File: src/sv/mbds_pkg.sv
// ----------------------------------------------------------------------------
// mbds_pkg
// Shared constants, types and helpers for the multi-byte delimiter stuffer.
// ----------------------------------------------------------------------------
package mbds_pkg;

    localparam int MAX_PATTERN_BYTES = 4;
    localparam int PAT_LIMIT  = (MAX_PATTERN_BYTES < 4) ? MAX_PATTERN_BYTES : 4;
    localparam int WIN_DEPTH  = MAX_PATTERN_BYTES - 1;
    localparam int FILL_W     = $clog2(MAX_PATTERN_BYTES + 1);
    localparam int IDX_W      = $clog2(MAX_PATTERN_BYTES);
    localparam int LEN_W      = $clog2(PAT_LIMIT + 1);
    localparam int K_W        = (PAT_LIMIT > 1) ? $clog2(PAT_LIMIT) : 1;
    localparam int CFG_LEN_W  = 3;
    localparam int ADDR_W     = 5;

    typedef logic [MAX_PATTERN_BYTES-1:0][7:0] t_win;

    typedef enum logic [2:0] {
        REG_START_PAT  = 3'd0,
        REG_START_LEN  = 3'd1,
        REG_END_PAT    = 3'd2,
        REG_END_LEN    = 3'd3,
        REG_ESC_PAT    = 3'd4,
        REG_ESC_LEN    = 3'd5,
        REG_STUFF_PAT  = 3'd6,
        REG_STUFF_LEN  = 3'd7
    } t_reg;

    typedef enum logic [1:0] {
        ACT_DATA  = 2'd0,
        ACT_BEGIN = 2'd1,
        ACT_END   = 2'd2
    } t_action;

    typedef enum logic [2:0] {
        CLS_IGNORE,
        CLS_STORE,
        CLS_RELEASE,
        CLS_BEGIN,
        CLS_END
    } t_cls;

    typedef enum logic [1:0] {
        SRC_START,
        SRC_END,
        SRC_STUFF,
        SRC_HEAD
    } t_src;

    typedef struct packed {
        logic [31:0]          start_pat;
        logic [CFG_LEN_W-1:0] start_len;
        logic [31:0]          end_pat;
        logic [CFG_LEN_W-1:0] end_len;
        logic [31:0]          esc_pat;
        logic [CFG_LEN_W-1:0] esc_len;
        logic [31:0]          stuff_pat;
        logic [CFG_LEN_W-1:0] stuff_len;
    } t_cfg;

    // sequencer to datapath
    typedef struct packed {
        logic           accept;
        t_cls           cls;
        logic           emit;
        t_src           src;
        logic [K_W-1:0] k;
        logic           shift;
        logic           finish;
    } t_ctl;

    // datapath to sequencer
    typedef struct packed {
        logic             in_frame;
        logic             fill_full;
        logic             fill_nz;
        logic             item_end;
        logic             match_start;
        logic             match_end;
        logic             match_esc;
        logic             push_ok;
        logic [LEN_W-1:0] len_start;
        logic [LEN_W-1:0] len_end;
        logic [LEN_W-1:0] len_stuff;
    } t_stat;

    function automatic logic [LEN_W-1:0] eff_len(input logic [CFG_LEN_W-1:0] len);
        logic [LEN_W-1:0] r;
        if (len > CFG_LEN_W'(PAT_LIMIT)) begin
            r = LEN_W'(PAT_LIMIT);
        end else begin
            r = LEN_W'(len);
        end
        return r;
    endfunction

endpackage

File: src/sv/mbds_regs.sv
// ----------------------------------------------------------------------------
// mbds_regs
// Configuration register bank behind the APB-style port.
// ----------------------------------------------------------------------------
module mbds_regs
    import mbds_pkg::*;
(
    input  logic              i_clk,
    input  logic              i_rst_n,
    input  logic              psel,
    input  logic              penable,
    input  logic              pwrite,
    input  logic [ADDR_W-1:0] paddr,
    input  logic [31:0]       pwdata,
    output logic [31:0]       prdata,
    output logic              pready,
    output t_cfg              o_cfg
);

    t_cfg r_cfg;
    logic wr_en;

    assign wr_en  = psel & penable & pwrite;
    assign pready = 1'b1;
    assign o_cfg  = r_cfg;

    always_ff @(posedge i_clk) begin
        if (!i_rst_n) begin
            r_cfg.start_pat <= '0;
            r_cfg.start_len <= '0;
            r_cfg.end_pat   <= '0;
            r_cfg.end_len   <= '0;
            r_cfg.esc_pat   <= 32'h0063_7365;
            r_cfg.esc_len   <= CFG_LEN_W'(3);
            r_cfg.stuff_pat <= '0;
            r_cfg.stuff_len <= '0;
        end else if (wr_en) begin
            unique case (paddr[4:2])
                REG_START_PAT: r_cfg.start_pat <= pwdata;
                REG_START_LEN: r_cfg.start_len <= pwdata[CFG_LEN_W-1:0];
                REG_END_PAT:   r_cfg.end_pat   <= pwdata;
                REG_END_LEN:   r_cfg.end_len   <= pwdata[CFG_LEN_W-1:0];
                REG_ESC_PAT:   r_cfg.esc_pat   <= pwdata;
                REG_ESC_LEN:   r_cfg.esc_len   <= pwdata[CFG_LEN_W-1:0];
                REG_STUFF_PAT: r_cfg.stuff_pat <= pwdata;
                REG_STUFF_LEN: r_cfg.stuff_len <= pwdata[CFG_LEN_W-1:0];
            endcase
        end
    end

    always_comb begin
        unique case (paddr[4:2])
            REG_START_PAT: prdata = r_cfg.start_pat;
            REG_START_LEN: prdata = 32'(r_cfg.start_len);
            REG_END_PAT:   prdata = r_cfg.end_pat;
            REG_END_LEN:   prdata = 32'(r_cfg.end_len);
            REG_ESC_PAT:   prdata = r_cfg.esc_pat;
            REG_ESC_LEN:   prdata = 32'(r_cfg.esc_len);
            REG_STUFF_PAT: prdata = r_cfg.stuff_pat;
            REG_STUFF_LEN: prdata = 32'(r_cfg.stuff_len);
        endcase
    end

endmodule

File: src/sv/mbds_dp.sv
// ----------------------------------------------------------------------------
// mbds_dp
// Datapath: lookahead window, pattern compare, hold byte and output register.
// ----------------------------------------------------------------------------
module mbds_dp
    import mbds_pkg::*;
(
    input  logic        i_clk,
    input  logic        i_rst_n,
    input  t_cfg        i_cfg,
    input  t_ctl        i_ctl,
    input  logic [7:0]  i_data_byte,
    input  logic        i_out_stall,
    output t_stat       o_stat,
    output logic        o_out_valid,
    output logic [7:0]  o_out_byte,
    output logic        o_last_of_run,
    output logic        o_frame_done
);

    t_win              r_win;
    logic [FILL_W-1:0] r_fill;
    logic              r_inside;
    logic              r_item_end;
    logic              r_pend_v;
    logic [7:0]        r_pend_byte;
    logic              r_out_v;
    logic [7:0]        r_out_byte;
    logic              r_out_last;
    logic              r_out_fd;

    logic [7:0]        sel_byte;
    logic              out_free;
    logic              push;
    logic [K_W+2:0]    base;

    function automatic logic f_match(input logic [31:0] pat, input logic [LEN_W-1:0] n,
                                     input t_win win, input logic [FILL_W-1:0] fill);
        logic m;
        m = (FILL_W'(n) <= fill);
        for (int k = 0; k < PAT_LIMIT; k++) begin
            if ((k < int'(n)) && (win[k] != pat[8*k +: 8])) begin
                m = 1'b0;
            end
        end
        return m;
    endfunction

    assign base = {i_ctl.k, 3'b000};

    always_comb begin
        unique case (i_ctl.src)
            SRC_START: sel_byte = i_cfg.start_pat[base +: 8];
            SRC_END:   sel_byte = i_cfg.end_pat[base +: 8];
            SRC_STUFF: sel_byte = i_cfg.stuff_pat[base +: 8];
            SRC_HEAD:  sel_byte = r_win[0];
        endcase
    end

    assign out_free = !r_out_v || !i_out_stall;
    assign push     = (i_ctl.emit || i_ctl.finish) && r_pend_v;

    always_comb begin
        o_stat.in_frame    = r_inside;
        o_stat.fill_full   = (r_fill == FILL_W'(WIN_DEPTH));
        o_stat.fill_nz     = (r_fill != '0);
        o_stat.item_end    = r_item_end;
        o_stat.len_start   = eff_len(i_cfg.start_len);
        o_stat.len_end     = eff_len(i_cfg.end_len);
        o_stat.len_stuff   = eff_len(i_cfg.stuff_len);
        o_stat.match_start = f_match(i_cfg.start_pat, o_stat.len_start, r_win, r_fill);
        o_stat.match_end   = f_match(i_cfg.end_pat, o_stat.len_end, r_win, r_fill);
        o_stat.match_esc   = f_match(i_cfg.esc_pat, eff_len(i_cfg.esc_len), r_win, r_fill);
        o_stat.push_ok     = !r_pend_v || out_free;
    end

    always_ff @(posedge i_clk) begin
        if (!i_rst_n) begin
            r_fill     <= '0;
            r_inside   <= 1'b0;
            r_item_end <= 1'b0;
            r_pend_v   <= 1'b0;
            r_out_v    <= 1'b0;
        end else begin
            if (i_ctl.accept) begin
                unique case (i_ctl.cls)
                    CLS_STORE: r_fill <= r_fill + FILL_W'(1);
                    CLS_RELEASE: begin
                        r_fill     <= FILL_W'(MAX_PATTERN_BYTES);
                        r_item_end <= 1'b0;
                    end
                    CLS_BEGIN: begin
                        r_inside   <= 1'b1;
                        r_fill     <= '0;
                        r_item_end <= 1'b0;
                    end
                    CLS_END: begin
                        r_inside   <= 1'b0;
                        r_item_end <= 1'b1;
                    end
                    default: begin
                    end
                endcase
            end
            if (i_ctl.shift) begin
                r_fill <= r_fill - FILL_W'(1);
            end
            if (i_ctl.emit) begin
                r_pend_v <= 1'b1;
            end else if (i_ctl.finish) begin
                r_pend_v <= 1'b0;
            end
            if (push) begin
                r_out_v <= 1'b1;
            end else if (!i_out_stall) begin
                r_out_v <= 1'b0;
            end
        end
    end

    always_ff @(posedge i_clk) begin
        if (i_ctl.accept && i_ctl.cls == CLS_STORE) begin
            r_win[r_fill[IDX_W-1:0]] <= i_data_byte;
        end else if (i_ctl.accept && i_ctl.cls == CLS_RELEASE) begin
            r_win[MAX_PATTERN_BYTES-1] <= i_data_byte;
        end else if (i_ctl.shift) begin
            for (int i = 0; i < MAX_PATTERN_BYTES - 1; i++) begin
                r_win[i] <= r_win[i+1];
            end
        end
        if (i_ctl.emit) begin
            r_pend_byte <= sel_byte;
        end
        if (push) begin
            r_out_byte <= r_pend_byte;
            r_out_last <= i_ctl.finish;
            r_out_fd   <= i_ctl.finish & r_item_end;
        end
    end

    assign o_out_valid   = r_out_v;
    assign o_out_byte    = r_out_byte;
    assign o_last_of_run = r_out_last;
    assign o_frame_done  = r_out_fd;

endmodule

File: src/sv/mbds_seq.sv
// ----------------------------------------------------------------------------
// mbds_seq
// Microcode sequencer: step counter, control store and pattern byte counter.
// ----------------------------------------------------------------------------
module mbds_seq
    import mbds_pkg::*;
(
    input  logic        i_clk,
    input  logic        i_rst_n,
    input  logic        i_in_valid,
    input  logic [1:0]  i_action,
    input  t_stat       i_stat,
    output logic        o_in_stall,
    output t_ctl        o_ctl
);

    typedef logic [3:0] t_step;

    typedef enum logic [2:0] {
        OP_FETCH,
        OP_JUMP,
        OP_EMIT,
        OP_SHIFT,
        OP_FINISH
    } t_op;

    typedef enum logic [2:0] {
        C_ALWAYS,
        C_NO_START,
        C_NO_END,
        C_NO_ESC,
        C_DATA_ITEM,
        C_FILL
    } t_cond;

    typedef struct packed {
        t_op   op;
        t_cond cond;
        t_src  src;
        t_step target;
    } t_uinst;

    localparam t_step S_FETCH  = 4'd0;
    localparam t_step S_REL    = 4'd1;
    localparam t_step S_CK_END = 4'd3;
    localparam t_step S_CK_ESC = 4'd5;
    localparam t_step S_HEAD   = 4'd7;
    localparam t_step S_SHIFT  = 4'd8;
    localparam t_step S_FLUSH  = 4'd9;
    localparam t_step S_FINISH = 4'd11;
    localparam t_step S_BEGIN  = 4'd12;

    function automatic t_uinst f_rom(input t_step s);
        t_uinst u;
        unique case (s)
            4'd0:    u = '{OP_FETCH,  C_ALWAYS,    SRC_HEAD,  S_FETCH};
            4'd1:    u = '{OP_JUMP,   C_NO_START,  SRC_HEAD,  S_CK_END};
            4'd2:    u = '{OP_EMIT,   C_ALWAYS,    SRC_START, S_CK_END};
            4'd3:    u = '{OP_JUMP,   C_NO_END,    SRC_HEAD,  S_CK_ESC};
            4'd4:    u = '{OP_EMIT,   C_ALWAYS,    SRC_END,   S_CK_ESC};
            4'd5:    u = '{OP_JUMP,   C_NO_ESC,    SRC_HEAD,  S_HEAD};
            4'd6:    u = '{OP_EMIT,   C_ALWAYS,    SRC_STUFF, S_HEAD};
            4'd7:    u = '{OP_EMIT,   C_ALWAYS,    SRC_HEAD,  S_SHIFT};
            4'd8:    u = '{OP_SHIFT,  C_DATA_ITEM, SRC_HEAD,  S_FINISH};
            4'd9:    u = '{OP_JUMP,   C_FILL,      SRC_HEAD,  S_REL};
            4'd10:   u = '{OP_EMIT,   C_ALWAYS,    SRC_END,   S_FINISH};
            4'd11:   u = '{OP_FINISH, C_ALWAYS,    SRC_HEAD,  S_FETCH};
            4'd12:   u = '{OP_EMIT,   C_ALWAYS,    SRC_START, S_FINISH};
            default: u = '{OP_FINISH, C_ALWAYS,    SRC_HEAD,  S_FETCH};
        endcase
        return u;
    endfunction

    t_step          r_step, n_step;
    logic [K_W-1:0] r_k, n_k;
    t_uinst         u;
    t_cls           cls;
    logic           cond_hit;
    logic [LEN_W-1:0] len;

    assign u = f_rom(r_step);

    always_comb begin
        unique case (u.cond)
            C_NO_START:  cond_hit = !i_stat.match_start;
            C_NO_END:    cond_hit = !i_stat.match_end;
            C_NO_ESC:    cond_hit = !i_stat.match_esc;
            C_DATA_ITEM: cond_hit = !i_stat.item_end;
            C_FILL:      cond_hit = i_stat.fill_nz;
            default:     cond_hit = 1'b1;
        endcase
    end

    always_comb begin
        unique case (u.src)
            SRC_START: len = i_stat.len_start;
            SRC_END:   len = i_stat.len_end;
            SRC_STUFF: len = i_stat.len_stuff;
            SRC_HEAD:  len = LEN_W'(1);
        endcase
    end

    always_comb begin
        unique case (i_action)
            ACT_DATA:  cls = !i_stat.in_frame ? CLS_IGNORE :
                             (i_stat.fill_full ? CLS_RELEASE : CLS_STORE);
            ACT_BEGIN: cls = i_stat.in_frame ? CLS_IGNORE : CLS_BEGIN;
            ACT_END:   cls = i_stat.in_frame ? CLS_END : CLS_IGNORE;
            default:   cls = CLS_IGNORE;
        endcase
    end

    always_comb begin
        n_step       = r_step;
        n_k          = r_k;
        o_ctl.accept = 1'b0;
        o_ctl.cls    = cls;
        o_ctl.emit   = 1'b0;
        o_ctl.src    = u.src;
        o_ctl.k      = r_k;
        o_ctl.shift  = 1'b0;
        o_ctl.finish = 1'b0;
        unique case (u.op)
            OP_FETCH: begin
                if (i_in_valid) begin
                    o_ctl.accept = 1'b1;
                    unique case (cls)
                        CLS_RELEASE: n_step = S_REL;
                        CLS_BEGIN:   n_step = S_BEGIN;
                        CLS_END:     n_step = S_FLUSH;
                        default:     n_step = S_FETCH;
                    endcase
                end
            end
            OP_JUMP: begin
                n_step = cond_hit ? u.target : r_step + 4'd1;
            end
            OP_EMIT: begin
                if (len == '0) begin
                    n_step = u.target;
                end else if (i_stat.push_ok) begin
                    o_ctl.emit = 1'b1;
                    if (LEN_W'(r_k) + LEN_W'(1) == len) begin
                        n_k    = '0;
                        n_step = u.target;
                    end else begin
                        n_k = r_k + K_W'(1);
                    end
                end
            end
            OP_SHIFT: begin
                o_ctl.shift = 1'b1;
                n_step      = cond_hit ? u.target : r_step + 4'd1;
            end
            OP_FINISH: begin
                if (i_stat.push_ok) begin
                    o_ctl.finish = 1'b1;
                    n_step       = S_FETCH;
                end
            end
        endcase
    end

    assign o_in_stall = (u.op != OP_FETCH);

    always_ff @(posedge i_clk) begin
        if (!i_rst_n) begin
            r_step <= S_FETCH;
            r_k    <= '0;
        end else begin
            r_step <= n_step;
            r_k    <= n_k;
        end
    end

endmodule

File: src/sv/multi_byte_delimiter_stuffer_top.sv
// ----------------------------------------------------------------------------
// multi_byte_delimiter_stuffer_top
// Frames a byte stream between multi-byte delimiters with byte stuffing.
//
//   port group     direction  handshake              payload
//   input words    in         i_in_valid/o_in_stall  i_action, i_data_byte
//   output words   out        o_out_valid/i_out_stall o_out_byte, o_last_of_run,
//                                                    o_frame_done
//   configuration  in/out     psel/penable/pready    paddr, pwdata, prdata
//
// a buffered data byte is stored in the fetch step; a released byte steps
// through the start, end and escape checks, the insertion for each match,
// the head byte, the shift and the finish, all stepped by the microcode
// sequencer; an end word runs the release loop once per buffered byte, then
// the end delimiter. each word leaves through a one-byte hold stage and the
// output register, so output stalls hold only the emit and finish steps.
// reset is synchronous; the window is empty and no frame is open after it.
// ----------------------------------------------------------------------------
module multi_byte_delimiter_stuffer_top
    import mbds_pkg::*;
(
    input  logic              i_clk,
    input  logic              i_rst_n,
    input  logic              psel,
    input  logic              penable,
    input  logic              pwrite,
    input  logic [ADDR_W-1:0] paddr,
    input  logic [31:0]       pwdata,
    output logic [31:0]       prdata,
    output logic              pready,
    input  logic              i_in_valid,
    output logic              o_in_stall,
    input  logic [1:0]        i_action,
    input  logic [7:0]        i_data_byte,
    output logic              o_out_valid,
    input  logic              i_out_stall,
    output logic [7:0]        o_out_byte,
    output logic              o_last_of_run,
    output logic              o_frame_done
);

    t_cfg  cfg;
    t_ctl  ctl;
    t_stat stat;

    mbds_regs u_regs (
        .i_clk   (i_clk),
        .i_rst_n (i_rst_n),
        .psel    (psel),
        .penable (penable),
        .pwrite  (pwrite),
        .paddr   (paddr),
        .pwdata  (pwdata),
        .prdata  (prdata),
        .pready  (pready),
        .o_cfg   (cfg)
    );

    mbds_seq u_seq (
        .i_clk      (i_clk),
        .i_rst_n    (i_rst_n),
        .i_in_valid (i_in_valid),
        .i_action   (i_action),
        .i_stat     (stat),
        .o_in_stall (o_in_stall),
        .o_ctl      (ctl)
    );

    mbds_dp u_dp (
        .i_clk         (i_clk),
        .i_rst_n       (i_rst_n),
        .i_cfg         (cfg),
        .i_ctl         (ctl),
        .i_data_byte   (i_data_byte),
        .i_out_stall   (i_out_stall),
        .o_stat        (stat),
        .o_out_valid   (o_out_valid),
        .o_out_byte    (o_out_byte),
        .o_last_of_run (o_last_of_run),
        .o_frame_done  (o_frame_done)
    );

endmodule

File: config.mk
export PLATFORM = sky130hd
export DESIGN_NAME = multi_byte_delimiter_stuffer_top
export DESIGN_NICKNAME = d
export VERILOG_FILES = /design/src/sv/mbds_pkg.sv /design/src/sv/mbds_regs.sv /design/src/sv/mbds_dp.sv /design/src/sv/mbds_seq.sv /design/src/sv/multi_byte_delimiter_stuffer_top.sv
export SDC_FILE = /design/constraint.sdc
export NUM_CORES = 1
export LEC_CHECK = 0
export BUFFER_PORTS_ARGS = -buffer_cell sky130_fd_sc_hd__clkbuf_2
export CORE_MARGIN = 2
export CORE_UTILIZATION = 27
export CTS_CLUSTER_SIZE = 10
export DETAILED_ROUTE_END_ITERATION = 6
export RECOVER_POWER = 50
export SYNTH_ARGS = -nofsm -noshare
export SYNTH_HDL_FRONTEND = slang
export SYNTH_SLANG_ARGS = --single-unit
File: constraint.sdc
create_clock -name i_clk -period 4.9 [get_ports i_clk]
set_input_delay 0.98 -clock i_clk [delete_from_list [all_inputs] [get_ports i_clk]]
set_output_delay 0.98 -clock i_clk [all_outputs]
set_load 0.05 [all_outputs]
==> out/qor.tcl <==
set qor(clock_insertion_delay_worst_skew_ns) 0.55
set qor(clock_path_buffers) 3
set qor(path_cells) {clkbuf_1 > clkbuf_2 > a31oi_1 > o21ai_0 > clkbuf_2}
set qor(failed_checks) {max-capacitance violations, max-slew violations}
set qor(drive_above_1_share_pct) 13.2
set qor(syn-num-nets) 1463
set qor(postCtsSetupBuffers) 0
set qor(synth_area_per_cell_sq_um) 8.59
set qor(globalRouteTotalUtil_pct) 17.8
set qor(cp_num_cells) 5
set qor(clock_sink_count) 215
set qor(critPathBufInv) 3
set qor(detail_route.vias_per_cell) 5.19
set qor(cts_root_buf) {sky130_fd_sc_hd__clkbuf_16}
set qor(fin_skew_ns) 0.0335
set qor(reg2reg_setup_slack_ns) 0.91
set qor(grt_pass1_wl_um) 61900
set qor(placement.io_buffers) 95
set qor(asyncSetResetFlopFracSynth_pct) 0
set qor(start_util_pct) 27.5
set qor(drtAntennaViolNets) 0
set qor(maximum_fanout_along_the_worst_path) 24
set qor(seq_area_frac_synth_pct) 40.4
set qor(cp-end-kind) {output pin}
set qor(initial_antenna_violation_count) 1
set qor(ys.warnings.count) 0
set qor(maxCapViolations) 6
set qor(hold_slack_ns) 0.420
set qor(maxClockFrequency_ghz) 0.233
set qor(route.detailed.wl_per_inst_um) 20.3
set qor(place_worst_setup_slack_ns) 0.926
set qor(num-nets-final) 1511
set qor(timing.final.crit_period_ns) 4.28
set qor(drt_wl_total_um) 41100
set qor(cp_class) {primary input to output pin}
set qor(finalHoldViolCount) 0
set qor(final_max_slew_viol_count) 258
set qor(dr_pass1_iterations) 5
set qor(grt_max_degree) 94
set qor(overall_power_after_layout_w) 0.00504
set qor(ioPinCount) 99
set qor(final_min_period_over_clock_period_pct) 87.4
set qor(dr_total_vias) 10500
set qor(ctsResizeCount) 0
set qor(number_of_inserted_diodes) 0
set qor(numCtsBuffers) 26
set qor(cp-startpoint) {paddr[2]}
set qor(dieWidth_um) 214
set qor(die_extent_in_y_um) 214
set qor(critical_path.startpoint_type) {primary input}
set qor(cts_tree) {built}
set qor(r2r.worst_path.cells) 16
set qor(floorplan.die_area_sq_um) 45700
set qor(result_of_the_run) {finished with violations}
set qor(core_region_area_sq_um) 43300
set qor(dpl_cell_area_sq_um) 12900
set qor(p_per_area_nw_per_um2) 371
set qor(htreeDepth) 1
set qor(fp-row-count) 76
set qor(leakage_nw) 4.76
set qor(synth_cell_type_count) 69
set qor(synth.cell_area_sq_um) 11900
set qor(cp_top_family) {buffers and inverters}
set qor(cp.arrival_ns) 3.30
set qor(actual_slew_at_the_worst_max_slew_pin_ns) 2.03
set qor(grt_overflow) 0
set qor(rr_endpoint) {u_seq.u[4]}
set qor(finalWorstSetupSlack_ns) 0.615
set qor(first_global_vias) 10000
set qor(worst_setup_path_endpoint) {prdata[0]}
set qor(report.final.setup_viol) 0
set qor(timing.critical_path.mode_cell) {sky130_fd_sc_hd__clkbuf_2}
set qor(hold_class) {flop to flop}
set qor(syn_inst) 1384
set qor(library_cell_contributing_the_largest_single_delay_on_the_critical_path) {sky130_fd_sc_hd__clkbuf_1}
set qor(drcViolationCount) 0
set qor(postSynthRegisterBits) 215
set qor(crit_path_max_incr_delay_ns) 1.01
set qor(grt_setup_unrepaired) {no}
set qor(worst_relative_slew_slack_pct) -35.6
set qor(ir_worst_vdd_mv) 0.246
set qor(hpwlAfterDp_um) 29400
set qor(final.setup.tns_ns) 0
set qor(gp_congestion) 0.977
set qor(hold_buffers) 0
set qor(synth_edf_count) 50
set qor(final_design_area_no_fill_sq_um) 13600
set qor(hold_start) {u_dp.r_pend_byte[4]}
set qor(worstReg2RegStart) {u_seq.u[4]}
set qor(clk_transition_reported_paths_ns) 0.06
set qor(area_growth_pct) 14.5
set qor(crit_required_ns) 3.92
set qor(synth_flop_cell) {sky130_fd_sc_hd__dfxtp_1}
set qor(first_iter_violations) 1186
==> sequential cells by signal, indices dropped and copies added, names as in the netlist, 2 cells and up <==
signal,count
u_seq.r_step,4
u_regs.o_cfg,140
u_seq.r_k,2
u_dp.o_out_byte,8
u_seq.u,12
u_dp.r_win,32
u_dp.r_fill,3
u_dp.r_pend_byte,8
==> Yosys cell counts (all sizes together) (5+ instances only) <==
cell type,instances,area share [%]
a211oi,11,0.69
nand2,356,11
xor2,44,3.2
o21a,6,0.38
o21ai,45,1.9
a22oi,16,1.0
ha,25,2.6
nand4,17,0.89
and2,6,0.34
buf,9,0.36
nor2b,50,2.6
clkbuf,85,2.7
a21oi,163,6.9
dfxtp,165,28
mux4,42,8.0
nor4,12,0.63
nor3,13,0.59
a221oi,19,1.4
nand3,47,2.0
or3,5,0.26
edfxtp,50,13
xnor2,57,4.2
nand2b,13,0.68
mux2i,11,0.93
inv,21,0.66
nor2,42,1.3
==> where the power goes <==
part	switching (W)	total, W	leakage, nW	internal (W)
registers	0.000126	0.00209	1.78	0.00196
clock network	0.000740	0.00174	0.359	0.000997
logic	0.000810	0.00122	2.61	0.000410
==> worst reg2reg max path: cells and delay by family, from the launching register on <==
kind / cells / cell delay [ns]
adders and majority gates: 2 / 0.52
AOI/OAI and AO/OA: 5 / 1.30
buffers and inverters: 3 / 0.38
and+or+nand+nor: 6 / 1.35
DFF: 1 / 0.36
==> cells by family after synthesis <==
logic type	count (synthesis)	share of synthesized area, %
adder cells (fa/ha/maj)	26	2.71
multiplexers	56	9.16
AND/OR/NAND/NOR	578	21.7
flip-flops	215	40.4
AO/OA/AOI/OAI	292	14.8
other	1	0.0315
XOR/XNOR	101	7.44
buffers and inverters	115	3.70
==> cells in the final DEF, fill, tap and decap left out, types with 5 or more instances in the layout <==
cell                        count
sky130_fd_sc_hd__xor2_1        44
sky130_fd_sc_hd__o21a_1         6
sky130_fd_sc_hd__a211oi_1      11
sky130_fd_sc_hd__inv_1         19
sky130_fd_sc_hd__mux4_2        42
sky130_fd_sc_hd__dfxtp_1      165
sky130_fd_sc_hd__mux2i_1       11
sky130_fd_sc_hd__or3_1          5
sky130_fd_sc_hd__clkbuf_16     26
sky130_fd_sc_hd__nor3_1        10
sky130_fd_sc_hd__nand3_1       47
sky130_fd_sc_hd__xnor2_1       57
sky130_fd_sc_hd__a221oi_1      19
sky130_fd_sc_hd__o21ai_0       42
sky130_fd_sc_hd__nor2_1        40
sky130_fd_sc_hd__a21oi_1      163
sky130_fd_sc_hd__clkbuf_1      25
sky130_fd_sc_hd__a22oi_1       16
sky130_fd_sc_hd__ha_1          25
sky130_fd_sc_hd__nand4_1       17
sky130_fd_sc_hd__clkbuf_2      85
sky130_fd_sc_hd__buf_4         13
sky130_fd_sc_hd__nor4_1        12
sky130_fd_sc_hd__nand2b_1      13
sky130_fd_sc_hd__nand2_1      356
sky130_fd_sc_hd__edfxtp_1      50
sky130_fd_sc_hd__nor2b_1       50
==> layer usage <==
layer / share of wire (%) / global-route usage (%) / routed length, um
met1: 43 / 24.5 / 17800
met2: 45 / 28.2 / 18700
met4: 2.6 / 5.08 / 1050
met3: 8.9 / 3.79 / 3640
met5: 0.027 / 0 / 11
==> worst min-delay path by stage <==
stage                          to  slack [ns]  cells past startpoint
2_1_floorplan  u_dp.o_out_byte[0]        0.40                      0
3_3_place_gp   u_dp.o_out_byte[5]        0.41                      0
3_5_place_dp   u_dp.o_out_byte[4]        0.41                      0
4_1_cts        u_dp.o_out_byte[4]        0.42                      0
5_1_grt        u_dp.o_out_byte[0]        0.44                      0
6_report       u_dp.o_out_byte[4]        0.42                      0
==> per-stage QoR <==
step / util, % / std cells
after global placement: 29.9 / 1989
after detailed placement: 29.9 / 1989
final: 31.5 / 2030
after floorplan: - / 1384
after CTS: 31.6 / 2030
after global routing: 31.5 / 2030
==> area by class of cell <==
cell class              count  area, sq um
clock buffers              38          716
flip-flops and latches    215         4800
repair buffers            114          599
well taps                 585          732
fillers                  4525        29700
inverters                  21         78.8
clock inverters             3         25.0
multi-input cells        1054         6660
Power figures use the tool's default switching activity.
